### src/rtl/mlp_inference_relu_core_macros.svh
// Assertion macros shared by the MLP inference core.
// Expects clk and rst_n in the scope of the module that uses them.
`ifndef MLP_INFERENCE_RELU_CORE_MACROS_SVH
`define MLP_INFERENCE_RELU_CORE_MACROS_SVH

// Check an expression on every clock edge out of reset.
`define MLPIR_ASSERT(lbl, expr, msg) \
  lbl: assert property (@(posedge clk) disable iff (!rst_n) (expr)) else $error(msg);

// Check that a condition implies a consequence on the next edge.
`define MLPIR_ASSERT_NEXT(lbl, ante, cons, msg) \
  lbl: assert property (@(posedge clk) disable iff (!rst_n) (ante) |=> (cons)) else $error(msg);

`endif

### src/rtl/mlpir_pkg.sv
// Shared types, constants and arithmetic helpers of the MLP inference core.
// No dependencies.
`timescale 1ns / 1ps

package mlpir_pkg;

  localparam int MAX_NEURONS = 64;
  localparam int MAX_HIDDEN  = 4;
  localparam int PARAM_DEPTH = 4096;
  localparam int DATA_WIDTH  = 16;
  localparam int FIFO_DEPTH  = 4;

  // input item kinds as seen on in_tuser
  localparam logic [1:0] MODE_PARAM = 2'd0;
  localparam logic [1:0] MODE_FEAT  = 2'd1;
  localparam logic [1:0] MODE_RUN   = 2'd2;
  localparam logic [1:0] MODE_NONE  = 2'd3;

  // configuration register indexes
  localparam logic [2:0] REG_INPUT_WIDTH   = 3'd0;
  localparam logic [2:0] REG_HIDDEN_LAYERS = 3'd1;
  localparam logic [2:0] REG_HIDDEN_A      = 3'd2;
  localparam logic [2:0] REG_HIDDEN_B      = 3'd3;
  localparam logic [2:0] REG_HIDDEN_C      = 3'd4;
  localparam logic [2:0] REG_HIDDEN_D      = 3'd5;
  localparam logic [2:0] REG_OUTPUT_WIDTH  = 3'd6;
  localparam logic [2:0] REG_PARAM_COUNT   = 3'd7;

  typedef enum logic [1:0] {
    CMD_PARAM = 2'd0,
    CMD_FEAT  = 2'd1,
    CMD_RUN   = 2'd2
  } cmd_kind_t;

  typedef struct packed {
    cmd_kind_t   kind;
    logic [11:0] index;
    logic [15:0] value;
  } cmd_t;

  typedef struct packed {
    logic [6:0]  input_width;
    logic [2:0]  hidden_layers;
    logic [6:0]  hidden_a;
    logic [6:0]  hidden_b;
    logic [6:0]  hidden_c;
    logic [6:0]  hidden_d;
    logic [6:0]  output_width;
    logic [12:0] param_count;
  } cfg_t;

  typedef struct packed {
    logic empty;
    logic full;
  } fifo_stat_t;

  // sigmoid(k/2) * 65536, k = 0..16
  localparam logic [15:0] SIG_TAB [17] = '{
    16'd32768, 16'd40793, 16'd47911, 16'd53581, 16'd57724, 16'd60565,
    16'd62428, 16'd63615, 16'd64357, 16'd64816, 16'd65097, 16'd65269,
    16'd65374, 16'd65438, 16'd65476, 16'd65500, 16'd65514
  };

  function automatic logic [6:0] clamp_n(input logic [6:0] v);
    return (v > 7'(MAX_NEURONS)) ? 7'(MAX_NEURONS) : v;
  endfunction

  // Floor-shift the Q16.16 sum to Q8.8, saturate, optionally ReLU.
  function automatic logic [15:0] finish_sum(input logic [39:0] acc, input logic relu);
    logic signed [31:0] q;
    logic [15:0] r;
    q = $signed(acc[39:8]);
    if (q > 32'sd32767) r = 16'h7fff;
    else if (q < -32'sd32768) r = 16'h8000;
    else r = q[15:0];
    if (relu && r[15]) r = '0;
    return r;
  endfunction

  function automatic logic [15:0] sigmoid_q16(input logic [15:0] y);
    logic [16:0] a;
    logic [3:0]  seg;
    logic [6:0]  frac;
    logic [15:0] lo;
    logic [15:0] diff;
    logic [22:0] m;
    logic [15:0] p;
    a    = y[15] ? (17'd0 - {y[15], y}) : {1'b0, y};
    seg  = a[10:7];
    frac = a[6:0];
    lo   = SIG_TAB[seg];
    diff = SIG_TAB[5'(seg) + 5'd1] - lo;
    m    = 23'(diff) * 23'(frac);
    p    = (a >= 17'd2048) ? SIG_TAB[16] : lo + 16'(m >> 7);
    return y[15] ? 16'(17'h10000 - {1'b0, p}) : p;
  endfunction

endpackage

### src/rtl/mlpir_fifo.sv
// Short command queue between the front end and the compute engine.
// Depends on mlpir_pkg.
`timescale 1ns / 1ps

module mlpir_fifo import mlpir_pkg::*; (
  input  logic       clk,
  input  logic       rst_n,
  input  logic       push,
  input  cmd_t       push_data,
  input  logic       pop,
  output cmd_t       pop_data,
  output fifo_stat_t stat
);

  localparam int PW = $clog2(FIFO_DEPTH);

  cmd_t          mem_r [FIFO_DEPTH];
  logic [PW-1:0] wr_r;
  logic [PW-1:0] rd_r;
  logic [PW:0]   cnt_r;

  assign stat.empty = (cnt_r == '0);
  assign stat.full  = (cnt_r == (PW+1)'(FIFO_DEPTH));
  assign pop_data   = mem_r[rd_r];

  always_ff @(posedge clk) begin
    if (push) mem_r[wr_r] <= push_data;
  end

  always_ff @(posedge clk) begin
    if (!rst_n) begin
      wr_r  <= '0;
      rd_r  <= '0;
      cnt_r <= '0;
    end else begin
      if (push) wr_r <= wr_r + 1'b1;
      if (pop)  rd_r <= rd_r + 1'b1;
      if (push && !pop)      cnt_r <= cnt_r + 1'b1;
      else if (pop && !push) cnt_r <= cnt_r - 1'b1;
    end
  end

endmodule

### config.mk
export PLATFORM = sky130hd
export DESIGN_NAME = mlpir_fifo
export DESIGN_NICKNAME = d
export VERILOG_FILES = /design/src/rtl/mlp_inference_relu_core_macros.svh /design/src/rtl/mlpir_pkg.sv /design/src/rtl/mlpir_fifo.sv
export SDC_FILE = /design/constraint.sdc
export NUM_CORES = 1
export LEC_CHECK = 0
export CORE_ASPECT_RATIO = 2
export CORE_MARGIN = 3
export CORE_UTILIZATION = 50
export DETAILED_ROUTE_END_ITERATION = 7
export DONT_BUFFER_PORTS = 1
export PLACE_DENSITY = 0.62
export SKIP_CTS_REPAIR_TIMING = 1
export SLEW_MARGIN = 20
export SYNTH_ARGS = -nofsm -noshare
export SYNTH_HDL_FRONTEND = slang
export SYNTH_SLANG_ARGS = --single-unit
### constraint.sdc
create_clock -name clk -period 2 [get_ports clk]
set_input_delay 0.1 -clock clk [delete_from_list [all_inputs] [get_ports clk]]
set_output_delay 0.1 -clock clk [all_outputs]
set_load 0.01 [all_outputs]
==> metrics.cfg, run 1 <==
[status]
outcome=completed

[sta]
period_minus_slack_ps=1800
slew_headroom=0.480
final_max_slew_viol_count=0
min_period_over_period=0.898
fin_skew_ps=4.67
finalHoldViolCount=0
rsz0062_at_grt=no
setup_viol=0
worst_pin_slew_ps=779
setup_tns_ps=0
max_freq_mhz=557

[logic_synthesis]
ys_seq_area_frac=0.793
synth_area_leaders=edfxtp_1 75%, mux4_2 14%, dfxtp_1 3.8%
ys_types=19
yosysTopAreaCellShare=0.755
postSynthAreaPerCell_um2=24.0
yosys_warnings=0
synth-seq-cells=129
synth.largest_area_cell=edfxtp_1
syn_area_mm2=0.00477
synth.net_count=239
netlist_instances=199

[clock_tree]
h-tree-depth=4
clock_latency_ps=400
cts_buffers=17
cts.path.max_buffers=2
numClockSinks=129
clock-root-buffer=clkbuf_16
clk_pin_slew_ps=50
cts_tree=yes

[critical_path]
cp-end-kind=output pin
cp_max_fo=19
required_ps=1900
arrival_ps=1700
criticalPathCategory=register to output pin
worst_setup_path_start_kind=register

[hold_path]
worstHoldPathType=input pin to register

[power]
ir_worst_vdd_mv=0.806
p_leak_nw=1.91
power_mw=6.52
power_density_mw_per_mm2=1120

[cells_and_area]
final_common_cell=edfxtp_1
drive_gt1_frac=0.258
final_nets=291
final_cell_mix=120 x edfxtp_1, 34 x dlygate4sd3_1, 30 x mux4_2, 17 x clkbuf_16, 8 x dfxtp_1
area_growth_pct=21.5
antenna_cells=0

[floorplanning]
rows=49
core_area_mm2=0.00914
fp.dieH_um=144
ios=66
dieArea_mm2=0.0108
start_util=0.523
dieWidth_um=75.1

[route]
drtIter0Drc=131
vias=2092
drt_first_pass_iters=4
wl_met1_um=2900
routed.top_layer=met4
wl_met3_um=420
drc=0
wl_per_cell_um=22.6
ant_nets=0
vias_per_cell=5.72
postRouteWirelength_um=8270
met2RoutedLength_um=4830

[global_route]
grt_antenna_before_repair=0
grt_max_degree=31
grt_pass1_vias=2165
grt_use_total=0.167
grt_first_pass_wirelength_um=12300
grt-ovfl-total=0

[placement]
gp_congestion=0.664
hpwl_um=5110
port_buffers=0

[job]
maxCapViolCount=0

[synth_stat cells]
library cell	instances
a21boi_0	1
and2_1	9
buf_2	3
buf_6	3
dfxtp_1	9
edfxtp_1	120
fa_1	1
ha_1	5
inv_1	4
mux2i_1	2
mux4_2	30
nand2_1	1
nor2b_1	2
nor3_1	1
nor3b_1	1
o21ai_0	1
or3_1	1
xnor2_1	2
xor2_1	3
[where the power goes]
group / switching, mW / leakage, nW / internal [mW] / total (mW)
Sequential: 0.0443 / 1.18 / 3.10 / 3.14
Combinational: 0.292 / 0.468 / 0.240 / 0.532
Clock: 1.04 / 0.267 / 1.81 / 2.84
[metal layers]
layer  up-vias  track usage
li1        929            -
met1      1092        0.174
met2        61        0.282
met3        10       0.0738
met4         0       0.0788
met5         -            0
[worst paths after layout]
check	start	endpoint	slack, ps	cells past startpoint
hold reg to reg	cnt_r[2]	cnt_r[2]	520	2
setup reg to reg	wr_r[0]	mem_r[2][18]	370	3
hold / removal	pop	rd_r[1]	20	3
setup / recovery	register	pop_data[11]	200	2
[layout make-up]
type / count / area, um^2
Timing Repair Buffer: 39 / 390
Clock inverter: 13 / 120
Inverter: 4 / 15.0
Clock buffer: 19 / 433
Multi-Input combinational cell: 60 / 931
Sequential cell: 129 / 3780
Tap cell: 102 / 128
Fill cell: 624 / 3330
[state kept, by name (all words and copies together) (netlist names), named ones only]
register  count
rd_r          2
mem_r       120
wr_r          2
cnt_r         3
[stage by stage]
stage	util	cell area [um^2]	std cells	hold slack (ps)	setup slack [ps]
after floorplan	-	4770	199	199	325
after global placement	0.537	4910	300	199	416
after detailed placement	0.537	4910	300	199	338
after CTS	0.598	5460	332	-232	155
after global routing	0.635	5800	366	39.5	107
final	0.635	5800	366	24.0	205
[logic make-up after synthesis]
kind of cell | share of synthesized area
flip-flops | 0.793
multiplexers | 0.146
AND/OR/NAND/NOR | 0.0191
buffers and inverters | 0.0134
adder cells (fa/ha/maj) | 0.0173
XOR/XNOR | 0.00918
AO/OA/AOI/OAI | 0.00262
[worst max-delay path: stages (launching register included)]
cell     delay (ps)
dfxtp_2         320
buf_4           350
mux4_2          620
(Power assumes the default switching activity.)
==> run 2: changes to the inputs <==
CORE_UTILIZATION = 45   (was 50)
PLACE_DENSITY = 0.57   (was 0.62)
SLEW_MARGIN = unset   (was 20)
==> run 2 against run 1 <==
  * Routed wire length increased by 0.27%
  * Sequential share of layout area decreased by 0.65 points
  * Critical path depth unchanged
  * Sequential cell count unchanged
  * First-iteration DRC count decreased by 24%
  * Clock power increased by 2%
  * Combinational power about the same
  * Global-route usage decreased by 2.0 points
  * Critical endpoint is now pop_data[18]
  * Largest power group unchanged
==> metrics.cfg, run 2 (synthesis results as in run 1) <==
[placement]
hpwl_um=5330
gp_congestion=0.625
port_buffers=0
dp_slack_ps=280

[floorplanning]
dieArea_mm2=0.0120
core_area_mm2=0.0102
ios=66
fp.dieH_um=152
start_util=0.467
dieWidth_um=78.8
rows=52

[critical_path]
endpoint=pop_data[18]
reg2reg_to=mem_r[0][29]
required_ps=1900
rr_worst_depth=3
cp_slowest_stage_delay_ps=610
worst_setup_path_start_kind=register
arrival_ps=1670
worstPathCellList=buf_4 -> mux4_2
critical-path-top-delay-family=multiplexers
worst-path-stages=2
cp-end-kind=output pin
timing.rr.start=wr_r[0]
crit_buf_inv=1
cp_max_fo=17
criticalPathCategory=register to output pin
cp_slowest_cell=mux4_2
r2r_setup_slack_ps=330

[clock_tree]
clk_pin_slew_ps=50
h-tree-depth=4
clock-root-buffer=clkbuf_16
cts_tree=yes
numClockSinks=129
clock_latency_ps=400
cts.path.max_buffers=2
cts_buffers=17

[cells_and_area]
final_common_cell=edfxtp_1
largest-register=mem_r
largest_reg_flops=120
final_nets=291
final_util=0.574
final_cell_mix=120 x edfxtp_1, 34 x dlygate4sd3_1, 30 x mux4_2, 17 x clkbuf_16, 8 x dfxtp_1
reg.largest.list=mem_r (120), cnt_r (3)
area_growth_pct=22.8
drive_gt1_frac=0.265
antenna_cells=0

[sta]
finalHoldViolCount=0
holdWs_ps=21.3
max_freq_mhz=566
period_minus_slack_ps=1770
final_max_slew_viol_count=0
setup_viol=0
worst_pin_slew_ps=823
min_period_over_period=0.884
rsz0062_at_grt=no
setup_tns_ps=0
slew_headroom=0.451
fin_ws_ps=232
fin_skew_ps=6.32

[route]
drc=0
vias=2078
postRouteWirelength_um=8290
drtIter0Drc=100
vias_per_cell=5.21
ant_nets=0
drt_first_pass_iters=4
wl_per_cell_um=20.8

[status]
outcome=completed

[global_route]
grt-ovfl-total=0
grt_antenna_before_repair=0
grt_max_degree=31
grt_first_pass_wirelength_um=12500
grt_pass1_vias=2246
grt_use_total=0.147

[power]
ir_worst_vdd_mv=0.932
p_leak_nw=1.92
power_density_mw_per_mm2=1120

[hold_path]
worstHoldPathType=input pin to register
hp-start=pop

[job]
maxCapViolCount=0

==> run 2: through the flow <==
step	total power, mW	area [um^2]	std cells
after floorplan	3.56	4770	199
after global placement	3.64	4950	333
after detailed placement	3.67	4950	333
after CTS	6.56	5520	365
after global routing	6.83	5860	399
final	6.57	5860	399
==> run 2: metal layers <==
metal	global-route usage	vias to the layer above	wire length (um)
met2	0.279	57	4860
met1	0.136	1082	2890
met4	0.0568	0	112
met5	0	-	0
li1	-	928	-
met3	0.0615	11	430
==> run 2: tightest hold or removal path: stages <==
cell	delay [ps]
nand2_1	60
xnor2_1	60
and2_1	150
==> run 2: how the worst min path moves through the flow <==
stage / endpoint / cells past startpoint / slack (ps)
after floorplan: mem_r[0][0] / 0 / 200
after global placement: mem_r[2][12] / 0 / 200
after detailed placement: mem_r[1][9] / 0 / 200
after CTS: mem_r[2][1] / 0 / -220
after global routing: rd_r[1] / 3 / 30
final: rd_r[1] / 3 / 20
==> run 2: report_power, final <==
group | switching (mW) | internal, mW | leakage (nW)
Combinational | 0.293 | 0.240 | 0.468
Clock | 1.06 | 1.83 | 0.273
Sequential | 0.0479 | 3.10 | 1.18
==> run 2: final cells by class <==
class | instances | area, um^2
Fill cell | 754 | 4350
Clock inverter | 14 | 141
Timing Repair Buffer | 39 | 390
Multi-Input combinational cell | 60 | 931
Clock buffer | 18 | 429
Tap cell | 135 | 169
Inverter | 4 | 15.0
Sequential cell | 129 | 3780
